[src/lass_pkg.sv]
`default_nettype none

package lass_pkg;

  localparam int unsigned CFG_W     = 15;
  localparam int unsigned CFG_IDX_W = 3;
  localparam int unsigned NUM_CH    = 3;
  localparam int unsigned NUM_TAP   = 4;
  localparam int unsigned CELL_W    = 32;
  localparam int unsigned MW_W      = 20;
  localparam int unsigned AWT_W     = 21;
  localparam int unsigned SUM_W     = 21;
  localparam int unsigned PROD_W    = 30;
  localparam int unsigned NUM_W     = 36;
  localparam int unsigned DEN_W     = 20;
  localparam int unsigned QUO_W     = 16;
  localparam int unsigned DEPTH_SH  = 11;

  localparam logic [1:0] LAST_CH  = 2'(NUM_CH - 1);
  localparam logic [1:0] LAST_TAP = 2'(NUM_TAP - 1);

  typedef enum logic [CFG_IDX_W-1:0] {
    CFG_SHIFT_X  = 3'd0,
    CFG_SHIFT_Y  = 3'd1,
    CFG_DEPTH    = 3'd2,
    CFG_WIDTH    = 3'd3,
    CFG_LUMA_OFF = 3'd4,
    CFG_CB_OFF   = 3'd5,
    CFG_CR_OFF   = 3'd6,
    CFG_CUTOFF   = 3'd7
  } cfg_idx_e;

  typedef enum logic [3:0] {
    ST_IDLE,
    ST_RD_A,
    ST_RD_B,
    ST_LD_B,
    ST_WR_A,
    ST_WR_B,
    ST_MAC,
    ST_MAC_END,
    ST_ALPHA,
    ST_DIV_GO,
    ST_DIV_WAIT,
    ST_COLOR,
    ST_OUT
  } state_e;

  typedef struct packed {
    logic signed [15:0] alpha;
    logic signed [15:0] color;
  } cell_t;

  typedef struct packed {
    logic signed [15:0] alpha_luma;
    logic signed [15:0] color_luma;
    logic signed [15:0] alpha_blue;
    logic signed [15:0] color_blue;
    logic signed [15:0] alpha_red;
    logic signed [15:0] color_red;
    logic               past_right;
    logic               past_bottom;
  } in_t;

  typedef struct packed {
    logic signed [15:0] out_alpha_luma;
    logic signed [15:0] out_color_luma;
    logic signed [15:0] out_alpha_blue;
    logic signed [15:0] out_color_blue;
    logic signed [15:0] out_alpha_red;
    logic signed [15:0] out_color_red;
    logic               row_end;
  } out_t;

  typedef struct packed {
    logic       accept;
    logic       rd_a;
    logic       rd_b;
    logic       ld_b;
    logic       wr_a;
    logic       wr_b;
    logic       mac_clr;
    logic       mac_issue;
    logic       alpha_mul;
    logic       div_start;
    logic       color_ld;
    logic       commit;
    logic [1:0] ch;
    logic [1:0] tap;
  } cmd_t;

  typedef struct packed {
    logic div_done;
    logic out_free;
  } sts_t;

endpackage

`default_nettype wire

[src/lass_ctrl.sv]
`default_nettype none

module lass_ctrl (
  input  wire logic            clk_i,
  input  wire logic            rst_ni,
  input  wire logic            in_valid_i,
  output logic                 in_ready_o,
  input  wire lass_pkg::sts_t  sts_i,
  output lass_pkg::cmd_t       cmd_o
);

  lass_pkg::state_e state_q, state_d;
  logic [1:0] ch_q, tap_q;

  always_comb begin
    state_d = state_q;
    case (state_q)
      lass_pkg::ST_IDLE:     if (in_valid_i) state_d = lass_pkg::ST_RD_A;
      lass_pkg::ST_RD_A:     state_d = lass_pkg::ST_RD_B;
      lass_pkg::ST_RD_B:     state_d = lass_pkg::ST_LD_B;
      lass_pkg::ST_LD_B:     state_d = lass_pkg::ST_WR_A;
      lass_pkg::ST_WR_A:     state_d = lass_pkg::ST_WR_B;
      lass_pkg::ST_WR_B:     state_d = lass_pkg::ST_MAC;
      lass_pkg::ST_MAC: begin
        if (tap_q == lass_pkg::LAST_TAP) state_d = lass_pkg::ST_MAC_END;
      end
      lass_pkg::ST_MAC_END:  state_d = lass_pkg::ST_ALPHA;
      lass_pkg::ST_ALPHA:    state_d = lass_pkg::ST_DIV_GO;
      lass_pkg::ST_DIV_GO:   state_d = lass_pkg::ST_DIV_WAIT;
      lass_pkg::ST_DIV_WAIT: if (sts_i.div_done) state_d = lass_pkg::ST_COLOR;
      lass_pkg::ST_COLOR: begin
        state_d = (ch_q == lass_pkg::LAST_CH) ? lass_pkg::ST_OUT : lass_pkg::ST_MAC;
      end
      lass_pkg::ST_OUT:      if (sts_i.out_free) state_d = lass_pkg::ST_IDLE;
      default:               state_d = lass_pkg::ST_IDLE;
    endcase
  end

  always_comb begin
    cmd_o           = '0;
    cmd_o.ch        = ch_q;
    cmd_o.tap       = tap_q;
    in_ready_o      = 1'b0;
    case (state_q)
      lass_pkg::ST_IDLE: begin
        in_ready_o   = 1'b1;
        cmd_o.accept = in_valid_i;
      end
      lass_pkg::ST_RD_A:   cmd_o.rd_a = 1'b1;
      lass_pkg::ST_RD_B:   cmd_o.rd_b = 1'b1;
      lass_pkg::ST_LD_B:   cmd_o.ld_b = 1'b1;
      lass_pkg::ST_WR_A:   cmd_o.wr_a = 1'b1;
      lass_pkg::ST_WR_B:   cmd_o.wr_b = 1'b1;
      lass_pkg::ST_MAC: begin
        cmd_o.mac_issue = 1'b1;
        cmd_o.mac_clr   = (tap_q == 2'd0);
      end
      lass_pkg::ST_ALPHA:  cmd_o.alpha_mul = 1'b1;
      lass_pkg::ST_DIV_GO: cmd_o.div_start = 1'b1;
      lass_pkg::ST_COLOR:  cmd_o.color_ld  = 1'b1;
      lass_pkg::ST_OUT:    cmd_o.commit    = sts_i.out_free;
      default: ;
    endcase
  end

  always_ff @(posedge clk_i or negedge rst_ni) begin
    if (!rst_ni) begin
      state_q <= lass_pkg::ST_IDLE;
      ch_q    <= '0;
      tap_q   <= '0;
    end else begin
      state_q <= state_d;
      if (state_q == lass_pkg::ST_MAC) begin
        tap_q <= tap_q + 2'd1;
      end
      if (state_q == lass_pkg::ST_COLOR) begin
        ch_q <= (ch_q == lass_pkg::LAST_CH) ? 2'd0 : ch_q + 2'd1;
      end
    end
  end

endmodule

`default_nettype wire

[config.mk]
export PLATFORM = sky130hd
export DESIGN_NAME = lass_ctrl
export DESIGN_NICKNAME = d
export VERILOG_FILES = /design/src/lass_pkg.sv /design/src/lass_ctrl.sv
export SDC_FILE = /design/constraint.sdc
export NUM_CORES = 1
export LEC_CHECK = 0
export BUFFER_PORTS_ARGS = -buffer_cell sky130_fd_sc_hd__buf_2
export CORE_AREA = 5 5 42 44
export CTS_BUF_LIST = sky130_fd_sc_hd__clkbuf_4 sky130_fd_sc_hd__clkbuf_8
export DETAILED_ROUTE_END_ITERATION = 8
export DIE_AREA = 0 0 47 49
export GPL_TIMING_DRIVEN = 1
export PLACE_DENSITY = 0.78
export REMOVE_ABC_BUFFERS = 1
export SYNTH_ARGS = -nofsm -noshare
export SYNTH_HDL_FRONTEND = slang
export SYNTH_SLANG_ARGS = --single-unit
[constraint.sdc]
create_clock -name clk_i -period 1.5 [get_ports clk_i]
set_clock_uncertainty 0.2 [all_clocks]
set_input_delay 0.075 -clock clk_i [delete_from_list [all_inputs] [get_ports clk_i]]
set_output_delay 0.075 -clock clk_i [all_outputs]
set_load 0.02 [all_outputs]
== After elaboration in Yosys (flattened, before gate mapping) ==
Cells that the tools add are included.

* Register bits: 8
* Input bits: 5
* Output and inout port bits: 17
* Logic and storage cells: 45

* Add/sub/neg operators: 2
* Eq/ne operators: 18
* Muxes and demuxes: 19
* Reductions and logical operators: 3

{| class="wikitable"
|+ Operators by type and width
! kind !! count
|-
| $pmux W4 S13 || 1
|-
| $eq A4 B4 Y1 const B || 5
|-
| $mux W4 || 5
|-
| $eq A4 B3 Y1 const B || 4
|-
| $mux W1 || 11
|-
| $eq A4 B2 Y1 const B || 2
|-
| $ne A2 B2 Y1 const B || 4
|-
| $add A2 B1 Y2 const B || 2
|-
| $eq A2 B2 Y1 const B || 2
|-
| $eq A4 B1 Y1 const B || 1
|-
| $logic_not A4 Y1 || 1
|-
| $mux W2 || 2
|-
| $reduce_and A4 Y1 || 1
|-
| $logic_not A2 Y1 || 1
|}

== Logic depth before layout (Yosys ltp) ==
* Depth after elaboration: 3
* Gate-level depth with buffers: 4
* Depth with buffers taken out: 4

== Worst setup path after synthesis ==
OpenSTA, ideal clock, no wires.

* Kind: register -> output
* From: reg state_q[3]
* To: out cmd_o[15] in the netlist's numbering
* Arrival time: 1366 ps
* Required time: 1225 ps
* Setup slack: -141 ps
* Stages on the path, launching flop included: 4
* Path buffers: 1
* Cells stage by stage: dfrtp_1 buf_6 nor4_2 and2_1

{| class="wikitable"
|+ RTL lines
! element !! line !! source
|-
| from (decl) || lass_ctrl.sv:12 || <nowiki>lass_pkg::state_e state_q, state_d;</nowiki>
|-
| from (signal assigned) || lass_ctrl.sv:68 || <nowiki>state_q <= lass_pkg::ST_IDLE;</nowiki>
|-
| from (signal assigned) || lass_ctrl.sv:72 || <nowiki>state_q <= state_d;</nowiki>
|-
| to (decl) || lass_ctrl.sv:9 || <nowiki>output lass_pkg::cmd_t cmd_o</nowiki>
|}

==> results.md <==
- For this run, asynchronously set or reset flops after synthesis account for 1.00.
- The maximum count of clock buffers along a single path is 2.
- The detailed router finished its first iteration with 19 violations.
- After clock tree synthesis, the clock-pin slew on the worst setup and hold paths is roughly 0.060 ns.
- Setup repair after global routing could not meet its margin everywhere.
- The data arrival time at the worst-slack endpoint is roughly 1.5 ns.
- The number of endpoints with negative hold slack in the final report is 0.
- The largest family of logic cells by synthesized area is simple AND/OR/NAND/NOR gates.
- In the routed layout, each cell is associated on average with a via count of between 5 and 6.
- Among all flip-flop cells after synthesis, the most frequent one is sky130_fd_sc_hd__dfrtp_1.
- sky130_fd_sc_hd__dfrtp_1 takes more of the synthesized area than any other cell.
- The highest clock frequency the design can meet is 579 MHz.
- The element type at the critical path start is a flop.
- The design internal power is ~0.0013 W.
- The adder-cell area share of the yosys netlist is 0.0460.
- VDD sags by at most approximately 1.3 mV.
- The worst-case reg-to-reg path depth is 7.
- The stage delay of the slowest cell on the critical path is approximately 0.43 ns.
- The final critical-path share of the clock period is 1.15.
- The routed via count is about 680.
- The complex-gate fraction of the synthesized area was 0.136.
- The worst slew margin relative to its limit is 0.757.
- For this run, the number of Yosys warnings is 0.
- The proportion of synthesized chip area in sequential cells is 0.368.
- The root buffer cell chosen for the clock tree is sky130_fd_sc_hd__clkbuf_4.
- The worst-path maximum fanout is 5.
- Walking the worst path, the cells encountered are buf_6 -> buf_4 -> buf_6 -> nand2_8 -> nor3_2 -> buf_4.
- Of the total synthesized cell area, the portion taken by XOR and XNOR cells is 0.0161.
- Once layout is complete, the utilization of the core stands at 0.756.
- The simple-gate share of the synthesized area is 0.317.
- The fraction of power spent switching nets is 0.462.
- The number of slew-limit violations in the final report was 0.
- The clock tree from TritonCTS is done.
- The portion of synthesized area spent on multiplexers is 0.0552.
- The sink of the worst hold path is ch_q[1].
- Across the run, the number of max-cap violations was 0.
- The number of buffers created by CTS is 3.
- The area growth from synthesis to layout is 94.7%.
- Before CTS, the worst setup slack after placement is 0.0670 ns.
- The worst slack on hold paths is roughly 0.32 ns.
- The detailed-routing iteration count for the pre-antenna-repair pass is 4.
- Counting instances in the post-synthesis netlist gives the leading cell types as 8 x sky130_fd_sc_hd__dfrtp_1, 6 x sky130_fd_sc_hd__nor3_1, 5 x sky130_fd_sc_hd__nor2_1.
- The number of global-route vias before repair is ~680.
- Setup slack on the critical path of the routed design comes to -0.227 ns.
- The leakage power figure is about 0.50 nW.
- The startpoint identified for the worst register-to-register timing path is state_q[0].
- The standard cell with the maximum stage delay on the critical path is sky130_fd_sc_hd__dfrtp_1.
- After synthesis the netlist holds a flip-flop and latch count of 8.
- The count of standard-cell rows is 14.
- After global routing the overflow that remains totals 0.
- The routed wire length is ~2300 µm.
- The dominant cell by count in the synthesized netlist is sky130_fd_sc_hd__dfrtp_1.
- The number of buffers and inverters on the critical path is 4.
- The worst hold-check path type is reg -> reg.
- For flop-to-flop paths, the worst setup slack is -0.16 ns.
- The total setup violations reported at the end of the flow is 18.
- The actual transition at the worst max-transition pin is approximately 0.36 ns.
- The wire length of the first global-routing pass is roughly 3100 µm.
- The post-detailed-route DRC marker count is 0.
- The count of inserted antenna diode cells is 0.
- The checks that failed: negative setup slack.
- Of the total power, combinational logic draws 0.743.
- Sorting the synthesized cells by area gives the leading types as sky130_fd_sc_hd__dfrtp_1 37%, sky130_fd_sc_hd__nor3_1 5.5%, sky130_fd_sc_hd__mux2_4 5.5%, sky130_fd_sc_hd__ha_1 4.6%, sky130_fd_sc_hd__nand2b_1 4.6%.
- The initial antenna violation count came to 0.
- In this run the number of H-tree levels came out at 1.
- The destination of the worst register-to-register timing path is state_q[2].
- The startpoint of the most critical hold path is ch_q[1].
- Of the total power, the clock network draws 0.069.
- Summed over all nets, the switching power comes to about 0.0011 W.
- Among cell families on the critical path, the largest total delay comes from buffers and inverters.
- Of the post-synthesis cell area, the dominant cell type holds 0.368.
- The fraction of final layout cells with drive strength greater than 1 is 0.625.
- The run finished, with violations left.
- The net count of the finished layout is between 100 and 150.
- The area inside the core boundary is about 1400 µm².
- The worst-skew pair later-pin latency is ~0.26 ns.
- The sequential share of power is 0.187.
- Pin placement for this block handled 22 I/O pins.
- The number of enable-type register cells in the synthesized netlist is 0.
- The global router's overall resource usage is 0.193.
- The mean instance size in the synthesized netlist is between 9 and 10 µm².
- At the worst endpoint, the required time is roughly 1.2 ns.
- The power per cell area is approximately 2300 nW/µm².
- In this run the cell area of the synthesized design comes to ~540 µm².
- The nature of the critical path endpoint is a primary output.
- The smallest clock period supported by the final layout is computed as between 1.5 and 2 ns.
- The width of the die is approximately 47 µm.
- The die covers roughly 2300 µm².
- Once placement finished, the instance area stood at ~700 µm².
- At the end of routability-driven placement, the weighted congestion stood at 0.812.
- Measured along the y axis, the die boundary spans between 40 and 50 µm.
- The count of clock tree sinks is 8.
- The total non-filler cell area in the finished layout is 1060 µm².
- The pin count of the biggest net entering global routing is 9.
- The antenna violation net count after detailed routing is 0.
- The post-detailed-route wirelength per cell is between 15 and 20 µm.
- The count of buffers added on input and output ports is 21.
- For the final routed database, the setup TNS stands at -1.77 ns.
- The worst setup path is of the reg -> out kind.
- The depth of the worst hold-timing path is 1.
- Synthesis handed over a netlist of 58 instances.
- The number of library cell types mapped by synthesis is 28.
- The effective utilization at floorplan is 0.388.
- Detailed placement ended at an HPWL of around 1000 µm.
final cells by class:
cell class	instances	area (µm²)
Tap cell	16	20.0
Timing Repair Buffer	47	407
Clock buffer	3	22.5
Inverter	2	7.51
Fill cell	78	342
Sequential cell	8	204
Multi-Input combinational cell	44	399
power by group through the flow:
| stage | combinational (W) | sequential, W | clock, W |
|---|---|---|---|
| after floorplan | 0.000530 | 0.000556 | 0 |
| after global placement | 0.000998 | 0.000449 | 0 |
| after detailed placement | 0.00102 | 0.000454 | 0 |
| after CTS | 0.00150 | 0.000445 | 0.000178 |
| after global routing | 0.00195 | 0.000475 | 0.000197 |
| final | 0.00185 | 0.000466 | 0.000172 |
kinds of logic (layout without fill, tap and decap cells):
logic type | after synthesis | in the layout
simple gates | 27 | 27
compound gates | 12 | 12
mux | 2 | 2
flops | 8 | 8
fa+ha+maj | 2 | 2
buf+inv | 6 | 52
xor+xnor | 1 | 1
what timing repair did:
action	4_1_cts	5_1_grt
hold buffers	5	0
hold endpoints to repair	11	0
gates cloned	0	0
setup buffers	10	5
endpoints found under the setup margin	13	14
pin swaps	6	2
resized for setup	32	10
layer usage:
| metal | vias up | wire length (µm) | track usage |
|---|---|---|---|
| li1 | 298 | - | - |
| met1 | 315 | 935 | 0.227 |
| met2 | 45 | 1120 | 0.301 |
| met3 | 17 | 145 | 0.0258 |
| met4 | 0 | 148 | 0.143 |
| met5 | - | 0 | 0 |
stage by stage:
step	std cells	total power (W)
5_1_grt	120	0.00262
6_report	120	0.00249
2_1_floorplan	54	0.00109
4_1_cts	116	0.00213
3_3_place_gp	99	0.00145
3_5_place_dp	99	0.00148
cell usage in the layout, fill, tap and decap left out, drive strengths merged, types with 3 or more instances in the layout:
cell type     n
buf          42
dfrtp         8
nor3          6
nor2          6
dlygate4sd3   5
o21ai         5
nand2b        5
clkbuf        3
worst max-delay path by stage:
| stage | slack [ns] | start | endpoint | cells after the start |
|---|---|---|---|---|
| 2_1_floorplan | -0.15 | state_q[2] | cmd_o[15] | 2 |
| 3_3_place_gp | 0.09 | state_q[2] | ch_q[0] | 2 |
| 3_5_place_dp | 0.07 | state_q[2] | ch_q[0] | 2 |
| 4_1_cts | -0.16 | state_q[0] | cmd_o[15] | 4 |
| 5_1_grt | -0.29 | state_q[0] | cmd_o[12] | 6 |
| 6_report | -0.23 | state_q[0] | cmd_o[12] | 6 |
registers in the layout, summed over array words and instances (netlist names):
register,cells
state_q,4
ch_q,2
tap_q,2
worst register-to-register path, delay by kind of cell (launching register included):
kind            cells  cell delay (ns)
compound gates      3             0.41
flops               1             0.43
buf+inv             4             0.55
No activity file was read; power rests on OpenSTA's default activity.
